==> src/hw/rtl/pck_pkg.sv <==
package pck_pkg;

    // default and limit of the largest total handled
    localparam int MAX_TOTAL_DEF = 127;

    // field widths
    localparam int W_IN  = 7;
    localparam int W_CNT = 32;

    // sequencer states
    typedef enum logic [1:0] {
        ST_IDLE,
        ST_RUN,
        ST_HOLD
    } t_state;

    // controls common to every cell of the chain
    typedef struct packed {
        logic run;    // shift both chains one place
        logic load;   // seed the ring and empty the delay line
        logic clear;  // empty the delay line at the end of a pass
    } t_cell_ctl;

    // controls from the sequencer to the datapath
    typedef struct packed {
        t_cell_ctl chain;
        logic      capture;   // take the head sum as the result
        logic      sc_load;   // take a shortcut result
        logic      sc_one;    // shortcut result is one rather than zero
        logic      out_load;  // move the result into the output register
    } t_dp_ctl;

endpackage

==> src/hw/rtl/pck_cell.sv <==
module pck_cell
    import pck_pkg::*;
(
    input  logic             i_clk,
    input  t_cell_ctl        i_ctl,
    input  logic             i_seed,
    input  logic             i_ins,
    input  logic [W_CNT-1:0] i_ring,
    input  logic [W_CNT-1:0] i_dly,
    input  logic [W_CNT-1:0] i_new,
    output logic [W_CNT-1:0] o_ring,
    output logic [W_CNT-1:0] o_dly
);

    logic [W_CNT-1:0] r_ring;
    logic [W_CNT-1:0] r_dly;

    // ring stage: holds one count of the previous pass, moves towards the head
    always_ff @(posedge i_clk) begin
        if (i_ctl.load) begin
            r_ring <= {{(W_CNT-1){1'b0}}, i_seed};
        end else if (i_ctl.run) begin
            r_ring <= i_ring;
        end
    end

    // delay stage: new counts enter at the insertion cell and walk to the end
    always_ff @(posedge i_clk) begin
        if (i_ctl.load || i_ctl.clear) begin
            r_dly <= '0;
        end else if (i_ctl.run) begin
            r_dly <= i_ins ? i_new : i_dly;
        end
    end

    assign o_ring = r_ring;
    assign o_dly  = r_dly;

endmodule

==> config.mk <==
export PLATFORM = sky130hd
export DESIGN_NAME = pck_cell
export DESIGN_NICKNAME = d
export VERILOG_FILES = /design/src/hw/rtl/pck_pkg.sv /design/src/hw/rtl/pck_cell.sv
export SDC_FILE = /design/constraint.sdc
export NUM_CORES = 1
export LEC_CHECK = 0
export BUFFER_PORTS_ARGS = -buffer_cell sky130_fd_sc_hd__buf_2
export CAP_MARGIN = 20
export CORE_MARGIN = 2
export CORE_UTILIZATION = 43
export CTS_CLUSTER_SIZE = 25
export DETAILED_ROUTE_END_ITERATION = 7
export MAX_ROUTING_LAYER = met4
export PLACE_DENSITY = 0.8
export SKIP_CTS_REPAIR_TIMING = 1
export SYNTH_ARGS = -nofsm -noshare
export SYNTH_HDL_FRONTEND = slang
export SYNTH_SLANG_ARGS = --single-unit
export TNS_END_PERCENT = 30
==> constraint.sdc <==
create_clock -name i_clk -period 1.4 [get_ports i_clk]
set_input_delay 0.28 -clock i_clk [delete_from_list [all_inputs] [get_ports i_clk]]
set_output_delay 0.28 -clock i_clk [all_outputs]
set_load 0.01 [all_outputs]
==> impl_metrics.toml <==
[sta]
fmax_mhz = 905
finalClockSkew_ns = 0
rsz0062_at_grt = "no"
timing.hold.ws_ns = 0.181
slew_viol_final = 0
hold_viol = 0
finalSetupViolations = 0
tns_ns = 0
relSlewSlack_pct = 85.4
tightest_slew_ns = 0.213
fin_crit_sh_pct = 79.0
period_needed_ns = 1.11

[place]
gp_congestion = 0.735
dp_hpwl_microns = 4610
portBuffers = 165
dp.cells = 474

[clocking]
cts_tree = "yes"
clk_pin_slew_ns = 0.07
clock_path_buffers = 2
htreeDepth = 3
clock-sinks = 64
cts_buffers = 9
worstSkewPairLatency_ns = 0.32
cts_root_buffer = "clkbuf_8"

[drt]
via_per_inst = 4.81
initialDrtViolationCount = 54
wl_per_cell_microns = 12.6
vias = 2357
drt_wl_total_microns = 6170
first_pass_iters = 3
drc = 0
ant_nets = 0

[synth]
synth_compound_area_share_pct = 14.3
synth.yosys.seq_area_share_pct = 47.3
synth_mux_area_share_pct = 23.5
syn_nets = 350
synth_cell_types = 13
ys_async_sr_fraction_pct = 0
ys_ff_latch = 64
synth_cells = 248
yosys_warnings = 0
synthesis.area_sq_um = 2730
yosysTopAreaCell = "dfxtp_1"
yosys.area_share.simple_pct = 9.13
synthAdderAreaFrac_pct = 0
ys.flop_type = "dfxtp_1"
synth_top_area_share_pct = 46.2
synth-edff-count = 1
synth-xor-area-share_pct = 0
netlist_top_cells_count = "dfxtp_1 (63), mux2i_1 (63), nor2_1 (63)"
synth_top_family_by_area = "multiplexers"
syn_avg_cell_area_sq_um = 11.0
netlist_top_cells_area = "dfxtp_1 (46%), mux2i_1 (23%), a211oi_2 (14%)"

[global_routing]
grt-ovfl-total = 0
grt.total_usage_pct = 18.7
antenna_found_initial = 0
grt_pass1_vias = 2384
grt_pass1_wl_microns = 10300
grt_max_degree = 41

[floorplan]
start_util_pct = 43.7
pin_count = 166
dieWidth_microns = 83.6
die_area_sq_um = 7000
rows = 29
die_h_microns = 83.6
fp.coreArea_sq_um = 6240

[hold_path]
min_from = "i_ring[23]"
hold_class = "input port to flip-flop"
hold_end = "o_ring[23]"
worstHoldPathCells = 3

[worst_setup_path]
endpoint_kind = "primary output"
r2r_start = "o_dly[26]"
reg2reg_setup_slack_ns = 0.72
crit_chain = "buf_2"
cp_top_family = "flip-flops"
critPathMaxStageDelay_ns = 0.35
worstSetupPathType = "flip-flop to primary output"
crit_buf_inv = 1
r2r-end = "o_dly[26]"
arrival_ns = 0.83
start_kind = "flip-flop"
crit_required_ns = 1.12
rr_worst_depth = 2
cp_slowest_cell = "edfxtp_1"
path_max_fanout = 1

[final_layout]
finalNonFillerCells = 490
diodes = 0
layout-drive-gt1-share_pct = 53.3
fillers = 527
fin_util_pct = 60.9
syn2layout_area_growth_pct = 39.3
nets = 510

[power_and_ir_drop]
p_switching_mw = 1.05
seqPwrFrac_pct = 47.8
clock_power_share_pct = 36.1
ir_drop_mv = 0.632
pwr_density_cell_nw_per_um2 = 1090
pwr-share-comb_pct = 16.2
internal_power_mw = 3.07
total_leakage_power_nw = 1.95
total_power_mw = 4.12
p_sw_share_pct = 25.6

[status]
status = "complete, no violations"

[flow_run]
timing.max_cap.violations = 0
sequential cells by signal (all words and copies together) (netlist names):
| signal | flops |
|---|---|
| o_dly | 32 |
| o_ring | 32 |
layout by cell type, fill, tap and decap left out:
master,synthesis,routed
buf_2,7,164
mux2i_1,63,63
nor2_1,63,63
dfxtp_1,63,63
a211oi_2,30,30
clkbuf_8,0,9
buf_12,0,5
clkinv_2,0,3
buf_4,6,3
or2_2,1,2
a211oi_1,2,2
clkinvlp_4,0,2
mux2_2,1,1
clkbuf_1,5,1
bufinv_16,0,1
edfxtp_1,1,1
cell families after synthesis:
kind of cell,Yosys count
buffers and inverters,23
AOI/OAI and AO/OA,32
muxes,64
and+or+nand+nor,65
DFF,64
worst max-delay path by stage:
stage,from,to,cells after the start,slack (ns)
after CTS,o_ring[0],o_ring[0],1,0.26
after global routing,o_ring[0],o_ring[0],1,0.25
after global placement,i_ctl[1],o_ring[0],3,0.21
final,o_ring[0],o_ring[0],1,0.29
after detailed placement,i_ctl[1],o_ring[0],3,0.19
after floorplan,i_ctl[2],o_ring[0],4,0.13
routing by layer:
| metal | up-vias | share of wire, % | GRT usage, % |
|---|---|---|---|
| met5 | - | 0 | - |
| met4 | 0 | 1.4 | 9.38 |
| met1 | 1066 | 40 | 19.1 |
| met2 | 105 | 48 | 31.5 |
| li1 | 1179 | - | - |
| met3 | 7 | 10 | 6.92 |
power by group through the flow:
stage               Clock [mW]  Combinational (mW)  Sequential [mW]
detailed placement           0               0.678             2.01
global placement             0               0.657             2.01
finish                    1.49               0.667             1.97
CTS                       1.55               0.679             1.97
floorplan                    0               0.343             2.06
global route              1.64               0.733             1.98
tightest hold or removal path, delay by kind of cell:
kind,cells,cell delay (ns)
muxes,1,0.05
and+or+nand+nor,1,0.07
buffers and inverters,1,0.07
layout make-up:
class                   instances  area [sq um]  share of cell area (%)
well taps                      77          96.3                    2.54
flip-flops and latches         64          1290                    34.0
clock inverters                 6          60.1                    1.58
clock buffers                  10           128                    3.36
repair buffers                172           943                    24.8
multi-input cells             161          1280                    33.7
through the flow:
step	setup WS (ns)	cell area, sq um
5_1_grt	0.246	3800
3_3_place_gp	0.205	3610
3_5_place_dp	0.188	3610
2_1_floorplan	0.133	2730
4_1_cts	0.264	3800
6_report	0.295	3800
(Power assumes the default switching activity.)
