==> config.mk <==
export PLATFORM = sky130hd
export DESIGN_NAME = pck_ctrl
export DESIGN_NICKNAME = d
export VERILOG_FILES = /design/src/hw/rtl/pck_pkg.sv /design/src/hw/rtl/pck_ctrl.sv
export SDC_FILE = /design/constraint.sdc
export NUM_CORES = 1
export LEC_CHECK = 0
export BUFFER_PORTS_ARGS = -buffer_cell sky130_fd_sc_hd__buf_2
export CAP_MARGIN = 25
export CORE_MARGIN = 5
export CORE_UTILIZATION = 61
export CTS_BUF_LIST = sky130_fd_sc_hd__clkbuf_2
export CTS_CLUSTER_DIAMETER = 40
export CTS_CLUSTER_SIZE = 25
export DETAILED_ROUTE_END_ITERATION = 10
export PLACE_DENSITY_LB_ADDON = 0.25
export SETUP_SLACK_MARGIN = 0.15
export SLEW_MARGIN = 20
export SYNTH_ARGS = -nofsm -noshare
export SYNTH_HDL_FRONTEND = slang
export SYNTH_SLANG_ARGS = --single-unit
==> constraint.sdc <==
create_clock -name i_clk -period 3.9 [get_ports i_clk]
set_input_delay 0.39 -clock i_clk [delete_from_list [all_inputs] [get_ports i_clk]]
set_output_delay 0.39 -clock i_clk [all_outputs]
set_load 0.01 [all_outputs]
==> src/hw/rtl/pck_pkg.sv <==
package pck_pkg;

    // default and limit of the largest total handled
    localparam int MAX_TOTAL_DEF = 127;

    // field widths
    localparam int W_IN  = 7;
    localparam int W_CNT = 32;

    // sequencer states
    typedef enum logic [1:0] {
        ST_IDLE,
        ST_RUN,
        ST_HOLD
    } t_state;

    // controls common to every cell of the chain
    typedef struct packed {
        logic run;    // shift both chains one place
        logic load;   // seed the ring and empty the delay line
        logic clear;  // empty the delay line at the end of a pass
    } t_cell_ctl;

    // controls from the sequencer to the datapath
    typedef struct packed {
        t_cell_ctl chain;
        logic      capture;   // take the head sum as the result
        logic      sc_load;   // take a shortcut result
        logic      sc_one;    // shortcut result is one rather than zero
        logic      out_load;  // move the result into the output register
    } t_dp_ctl;

endpackage

==> src/hw/rtl/pck_ctrl.sv <==
module pck_ctrl
    import pck_pkg::*;
#(
    parameter  int MAX_TOTAL = MAX_TOTAL_DEF,
    localparam int RL        = MAX_TOTAL + 1,
    localparam int IW        = $clog2(RL)
) (
    input  logic            i_clk,
    input  logic            i_rst_n,
    input  logic            i_valid,
    output logic            o_stall,
    input  logic [W_IN-1:0] i_total,
    input  logic [W_IN-1:0] i_part_count,
    output logic            o_valid,
    input  logic            i_stall,
    output t_dp_ctl         o_ctl,
    output logic [IW-1:0]   o_ins_pos
);

    localparam logic [IW:0] RL_C = (IW+1)'(RL);

    t_state r_state, n_state;
    logic [IW-1:0] r_d, n_d;
    logic [IW-1:0] r_stage, n_stage;
    logic [IW-1:0] r_k, r_m;
    logic          r_out_valid, n_out_valid;

    logic accept, over, shortcut, sc_one, last, final_pass, slot_free;
    logic [W_IN-1:0] diff;

    // shortcut decode on the incoming request
    always_comb begin
        over     = i_total > W_IN'(MAX_TOTAL);
        shortcut = over || (i_part_count > i_total) || (i_part_count == W_IN'(1))
                   || (i_part_count == i_total) || (i_part_count == '0);
        sc_one   = !over && !(i_part_count > i_total)
                   && ((i_part_count == W_IN'(1)) || (i_part_count == i_total));
        diff     = i_total - i_part_count;
    end

    assign accept     = (r_state == ST_IDLE) && i_valid;
    assign last       = (r_d == IW'(RL - 1));
    assign final_pass = (r_stage == r_k);
    assign slot_free  = !r_out_valid || !i_stall;

    // next state
    always_comb begin
        n_state = r_state;
        unique case (r_state)
            ST_IDLE: begin
                if (i_valid) begin
                    n_state = shortcut ? ST_HOLD : ST_RUN;
                end
            end
            ST_RUN: begin
                if (last && final_pass) begin
                    n_state = ST_HOLD;
                end
            end
            ST_HOLD: begin
                if (slot_free) begin
                    n_state = ST_IDLE;
                end
            end
            default: n_state = ST_IDLE;
        endcase
    end

    // datapath controls
    always_comb begin
        o_ctl = '0;
        unique case (r_state)
            ST_IDLE: begin
                if (i_valid) begin
                    o_ctl.sc_load    = shortcut;
                    o_ctl.sc_one     = sc_one;
                    o_ctl.chain.load = !shortcut;
                end
            end
            ST_RUN: begin
                o_ctl.chain.run   = 1'b1;
                o_ctl.chain.clear = last;
                o_ctl.capture     = final_pass && (r_d == r_m);
            end
            ST_HOLD: begin
                o_ctl.out_load = slot_free;
            end
            default: o_ctl = '0;
        endcase
    end

    // position and pass counters
    always_comb begin
        n_d     = r_d;
        n_stage = r_stage;
        if (accept) begin
            n_d     = '0;
            n_stage = IW'(1);
        end else if (r_state == ST_RUN) begin
            n_d = last ? '0 : r_d + IW'(1);
            if (last) begin
                n_stage = r_stage + IW'(1);
            end
        end
    end

    // output valid
    always_comb begin
        n_out_valid = r_out_valid;
        if (o_ctl.out_load) begin
            n_out_valid = 1'b1;
        end else if (!i_stall) begin
            n_out_valid = 1'b0;
        end
    end

    always_ff @(posedge i_clk) begin
        if (!i_rst_n) begin
            r_state     <= ST_IDLE;
            r_d         <= '0;
            r_stage     <= '0;
            r_out_valid <= 1'b0;
        end else begin
            r_state     <= n_state;
            r_d         <= n_d;
            r_stage     <= n_stage;
            r_out_valid <= n_out_valid;
        end
    end

    // request operands, only used on the full path where both fit
    always_ff @(posedge i_clk) begin
        if (accept) begin
            r_k <= IW'(i_part_count);
            r_m <= IW'(diff);
        end
    end

    // a new count of part size j enters the delay line j cells before its end
    assign o_ins_pos = IW'(RL_C - {1'b0, r_stage});
    assign o_stall   = (r_state != ST_IDLE);
    assign o_valid   = r_out_valid;

endmodule

==> impl_metrics.py, run 1 <==
metrics = {
    "pwr": {
        "ir_worst_vdd_v": 0.0002958,
        "power.leakage_nw": 0.8743,
        "power.density_nw_per_um2": 336.6,
    },
    "clock_tree": {
        "cts_tree": "built",
        "cts_max_level": 2,
        "postCtsSetupRepairBufs": 0,
        "insertion_delay_ps": 350,
        "numClockSinks": 31,
        "cts-root-buf": "clkbuf_2",
        "cts_resized": 0,
        "cts_buffer_depth": 2,
        "path_clk_slew_ps": 140,
        "cts-buffers-inserted": 5,
        "ctsHoldBuffers": 0,
    },
    "placement": {
        "port_buffers": 33,
        "post-dp-hpwl_um": 2882,
        "place_ws_ps": 1449,
        "place.gp.congestion": 0.9115,
    },
    "global_route": {
        "grt_pass1_wl_um": 6244,
        "grt_max_degree": 17,
        "first_global_vias": 1492,
        "globalRouteOverflowTotal": 0,
        "antenna_found_initial": 0,
        "grt_usage_pct": 19.05,
    },
    "sta": {
        "final-hold-violation-count": 0,
        "fmax_mhz": 398.6,
        "worst_pin_slew_ps": 546.9,
        "drv_slew": 0,
        "whs_ps": 233.1,
        "rsz0062_at_grt": "no",
        "finalSetupTns_ps": 0,
        "period_needed_ps": 2509,
        "fin_crit_sh_pct": 64.34,
        "worst_slack_ps": 1391,
        "maxSlewHeadroom_pct": 63.27,
        "fin_worst_skew_ps": 8.513,
        "setup_violations": 0,
    },
    "synthesis": {
        "synth_top_family_by_area": "simple AND/OR/NAND/NOR gates",
        "seq_area_frac_synth_pct": 42.37,
        "muxShareOfSynthArea_pct": 0.5575,
        "synth_xor_area_share_pct": 16.59,
        "synth-simple-area-share_pct": 17.56,
        "synth-adder-area-share_pct": 8.084,
        "synth.cell_area_um2": 1795,
        "avgSynthCellArea_um2": 9.550,
        "synth_compound_area_share_pct": 9.338,
        "syn-num-nets": 217,
        "synthDistinctLibCells": 42,
        "ys_ff_latch": 31,
        "ys_warn_count": 0,
        "syn_inst": 188,
    },
    "worst_setup_path": {
        "rr_startpoint": "r_d[0]",
        "startpoint_type": "input pin",
        "critPathKind": "in2out",
        "r2r_end": "r_stage[5]",
        "critPathLaunch": "i_part_count[2]",
        "crit_arrival_ps": 2120,
        "r2r_slack_ps": 2150,
        "reg2reg_depth": 6,
        "cp-end-kind": "primary output",
        "crit_required_ps": 3510,
        "path_max_fanout": 5,
        "crit_path_end": "o_ctl[2]",
    },
    "floorplan": {
        "pin_count": 34,
        "die_y_um": 64.26,
        "die_area_um2": 4129,
        "rows": 19,
        "core_area_um2": 2781,
        "die_w_um": 64.26,
        "start_util_pct": 64.55,
    },
    "worst_hold_path": {
        "hold_class": "in2reg",
    },
    "detailed_routing": {
        "drc_errors": 0,
        "wl_per_cell_um": 14.19,
        "drt-initial-drc-count": 97,
        "vias": 1441,
        "ant_nets": 0,
        "drt-pass1-iter-count": 4,
        "viasPerCell": 5.696,
        "wirelength_um": 3591,
    },
    "layout": {
        "num_antenna_cells": 0,
        "drive_gt1_share_pct": 19.82,
        "synthToLayoutAreaGrowth_pct": 11.64,
        "fin_nets": 250,
        "fin_util_pct": 72.06,
    },
    "job": {
        "maxCapViolCount": 0,
    },
    "outcome": {
        "outcome": "complete, no violations",
    },
}
-- area by class of cell --
type,count,area (um2)
Fill cell,229,777.0
Inverter,17,63.81
Multi-Input combinational cell,133,935.9
Tap cell,31,38.79
Timing Repair Buffer,33,165.2
Clock buffer,8,40.04
Sequential cell,31,760.7
-- layout by cell type, fill, tap and decap left out, types with 2 or more instances in the layout --
cell / instances
a21oi_1: 10
clkbuf_2: 8
ha_1: 10
xor2_1: 15
dfxtp_1: 17
nand4_1: 10
buf_2: 33
nor2_1: 22
nand3_1: 2
nor3_1: 4
xnor2_1: 19
inv_1: 17
edfxtp_1: 14
nand2_1: 14
-- cells by family after synthesis --
logic type / after synthesis
muxes: 1
buffers and inverters: 24
and+or+nand+nor: 62
adders and majority gates: 11
AOI/OAI and AO/OA: 25
xor gates and xnor gates: 34
DFF: 31
-- report_power, final --
part,leakage [nW],internal [mW],switching [mW]
registers,0.272,0.368,0.0141
clock network,0.0332,0.0530,0.0974
logic,0.569,0.0627,0.0799
total,0.874,0.483,0.191
-- state kept, by name, summed over array words and instances, names as in the netlist --
| name | cells |
|---|---|
| r_state | 2 |
| r_k | 7 |
| r_m | 7 |
| r_stage | 7 |
| r_d | 7 |
| o_valid | 1 |
-- metrics by stage --
stage / cells / power, mW / instance area [um2]
4_1_cts: 253 / 0.6815 / 2004
3_3_place_gp: 245 / 0.5228 / 1964
2_1_floorplan: 188 / 0.4872 / 1795
6_report: 253 / 0.6747 / 2004
3_5_place_dp: 245 / 0.5319 / 1964
5_1_grt: 253 / 0.7170 / 2004
-- worst min path at each step --
stage | endpoint | cells after the start | startpoint
floorplan | r_d[1] | 2 | r_d[1]
global placement | r_d[1] | 2 | r_d[1]
detailed placement | r_d[1] | 2 | r_d[1]
CTS | r_k[6] | 1 | i_part_count[6]
global route | r_k[4] | 1 | i_part_count[4]
finish | r_k[6] | 1 | i_part_count[6]
-- cells in the mapped netlist --
library cell	n	share of area [%]
a21o_1	1	0.42
o21bai_1	1	0.42
a21oi_1	10	2.8
nor2_1	22	4.6
a31oi_1	1	0.35
clkbuf_1	4	0.84
inv_1	17	3.6
a41oi_1	1	0.49
edfxtp_1	14	23
o21ai_1	1	0.28
o21ba_2	1	0.56
mux2i_1	1	0.56
o2111ai_1	1	0.49
or3_1	1	0.35
and3_1	1	0.35
o21ai_0	1	0.28
nor4_1	1	0.35
nand3b_1	1	0.42
nor3_1	4	1.1
a21boi_0	1	0.42
buf_4	2	0.84
buf_2	1	0.28
o211ai_1	1	0.42
nand4_1	10	3.5
nand2_1	14	2.9
nor3b_1	1	0.42
xor2_1	15	7.3
nand2b_1	1	0.35
and2_1	1	0.35
or2_1	1	0.35
o32ai_1	1	0.49
a211o_1	1	0.49
nand2b_4	1	0.77
a311oi_1	1	0.49
o311a_1	1	0.56
ha_1	10	7.0
nor4_4	1	1.2
nand3_1	2	0.56
a21boi_1	1	0.42
dfxtp_1	17	19
fa_1	1	1.1
xnor2_1	19	9.3
-- worst max-delay path, stage by stage --
cell	delay (ps)
buf_2	100
inv_1	40
ha_1	350
a21oi_1	230
a21oi_1	100
a211o_1	310
o21ai_1	300
and2_1	180
buf_2	130
-- layer usage --
metal  share of wire, %  wire length (um)  track usage, %
met1                 40              1445           21.36
met2                 48              1729           30.85
met3                8.4               300           6.655
met4                3.2               116           11.45
met5                  0                 0               0
Power figures use the tool's default switching activity.
==> run 2: changes to the inputs <==
- CORE_UTILIZATION: 61 -> 52
- clock period: 3.9 -> 2.2 ns (I/O delays scaled with it)
==> impl_metrics.py, run 2 (synthesis results as in run 1) <==
metrics = {
    "pwr": {
        "power.density_nw_per_um2": 573.9,
        "power.leakage_nw": 0.8998,
        "ir_worst_vdd_v": 0.0002745,
    },
    "worst_setup_path": {
        "path_max_fanout": 5,
        "startpoint_type": "input pin",
        "reg2reg_depth": 7,
        "rr_startpoint": "r_stage[1]",
        "critPathKind": "in2out",
        "crit_required_ps": 1980,
        "critPathLaunch": "i_part_count[4]",
        "r2r_slack_ps": 330,
        "r2r_end": "r_state[1]",
        "cp-end-kind": "primary output",
        "crit_arrival_ps": 1740,
    },
    "global_route": {
        "antenna_found_initial": 0,
        "globalRouteOverflowTotal": 0,
        "grt_pass1_wl_um": 5809,
        "grt_max_degree": 15,
        "first_global_vias": 1325,
        "grt_usage_pct": 16.91,
    },
    "layout": {
        "fin_nets": 256,
        "layout_common_cells": "buf_2 (33), nor2_1 (22), xnor2_1 (19)",
        "synthToLayoutAreaGrowth_pct": 16.31,
        "stdcell_area_um2": 2088,
        "drive_gt1_share_pct": 24.56,
        "num_antenna_cells": 0,
        "final_common_cell": "buf_2",
    },
    "worst_hold_path": {
        "hp-start": "i_part_count[3]",
        "hold_class": "in2reg",
        "hold_path_end": "r_k[3]",
        "holdPathStages": 1,
    },
    "sta": {
        "rsz0062_at_grt": "no",
        "drv_slew": 0,
        "setup_violations": 0,
        "period_needed_ps": 1962,
        "finalSetupTns_ps": 0,
        "worst_pin_slew_ps": 308.2,
        "final-hold-violation-count": 0,
        "fmax_mhz": 509.6,
        "fin_crit_sh_pct": 89.19,
        "maxSlewHeadroom_pct": 79.43,
        "fin_worst_skew_ps": 5.041,
    },
    "detailed_routing": {
        "wl_per_cell_um": 12.69,
        "drt-initial-drc-count": 92,
        "vias": 1389,
        "viasPerCell": 5.069,
        "wirelength_um": 3477,
        "ant_nets": 0,
        "drt-pass1-iter-count": 4,
        "drc_errors": 0,
    },
    "floorplan": {
        "core_area_um2": 3337,
        "die_area_um2": 4728,
        "die_y_um": 68.76,
        "rows": 21,
        "start_util_pct": 53.81,
        "pin_count": 34,
        "die_w_um": 68.76,
    },
    "clock_tree": {
        "cts-buffers-inserted": 5,
        "cts_tree": "built",
        "numClockSinks": 31,
        "ctsHoldBuffers": 0,
        "insertion_delay_ps": 350,
        "path_clk_slew_ps": 150,
        "cts_max_level": 2,
        "cts_buffer_depth": 2,
        "cts-root-buf": "clkbuf_2",
    },
    "job": {
        "maxCapViolCount": 0,
    },
    "placement": {
        "place.gp.congestion": 0.8829,
        "post-dp-hpwl_um": 2676,
        "dpl_cell_area_um2": 2006,
        "port_buffers": 33,
    },
    "outcome": {
        "outcome": "complete, no violations",
    },
}
[run 2: cell types whose count changed in the layout (fill, tap and decap cells not counted), sizes merged]
cell    delta
buf        +6
clkbuf     -2
clkinv     +2
[run 2: worst max path at each step]
| stage | endpoint | slack (ps) | cells after the start |
|---|---|---|---|
| 3_3_place_gp | o_ctl[2] | 150 | 9 |
| 3_5_place_dp | o_ctl[2] | 110 | 9 |
| 2_1_floorplan | r_m[6] | 460 | 9 |
| 5_1_grt | o_ctl[3] | 150 | 5 |
| 4_1_cts | o_ctl[3] | 110 | 5 |
| 6_report | o_ctl[2] | 240 | 9 |
[run 2: report_power, final]
group          leakage [nW]  internal (mW)  switching (mW)
Combinational         0.598          0.119           0.141
Sequential            0.274          0.652          0.0260
Clock                0.0281         0.0766           0.184
Total                 0.900          0.847           0.351
[run 2: per-layer routing]
| metal | global-route usage [%] | part of all wire (%) | wire length, um | vias up |
|---|---|---|---|---|
| met5 | 0 | 0 | 0 | - |
| met4 | 7.299 | 1.3 | 46 | 0 |
| met3 | 4.376 | 6.3 | 220 | 4 |
| met2 | 26.58 | 44 | 1516 | 45 |
| met1 | 21.91 | 49 | 1694 | 615 |
| li1 | - | - | - | 725 |
[run 2: stage by stage]
step	setup WS, ps	utilization (%)	instances	power (mW)	hold slack [ps]
floorplan	457.3	-	188	0.8636	318.9
global placement	147.7	60.11	263	0.9414	425.5
detailed placement	109.0	60.11	263	0.9453	428.4
CTS	113.3	61.83	273	1.212	27.30
global route	150.4	62.58	274	1.278	15.85
finish	237.8	62.58	274	1.199	63.97
[run 2: cell type report]
class	count	area, um2
inverters	17	63.81
repair buffers	39	210.2
multi-input cells	133	954.7
clock buffers	6	30.03
clock inverters	2	7.507
fillers	319	1249
well taps	46	57.56
flip-flops and latches	31	764.5
[run 2: worst max-delay path, cell delays in order]
cell	delay (ps)
buf_2	100
inv_1	40
ha_1	350
a21oi_2	150
inv_1	60
a211o_1	320
o21ai_2	230
and2_1	150
buf_2	120
[run 2: what timing repair did]
item	4_1_cts	5_1_grt
setup buffers	2	1
gates cloned	0	0
pin swaps	2	5
gates resized for setup	2	6
hold endpoints to repair	0	0
endpoints found under the setup margin	3	3
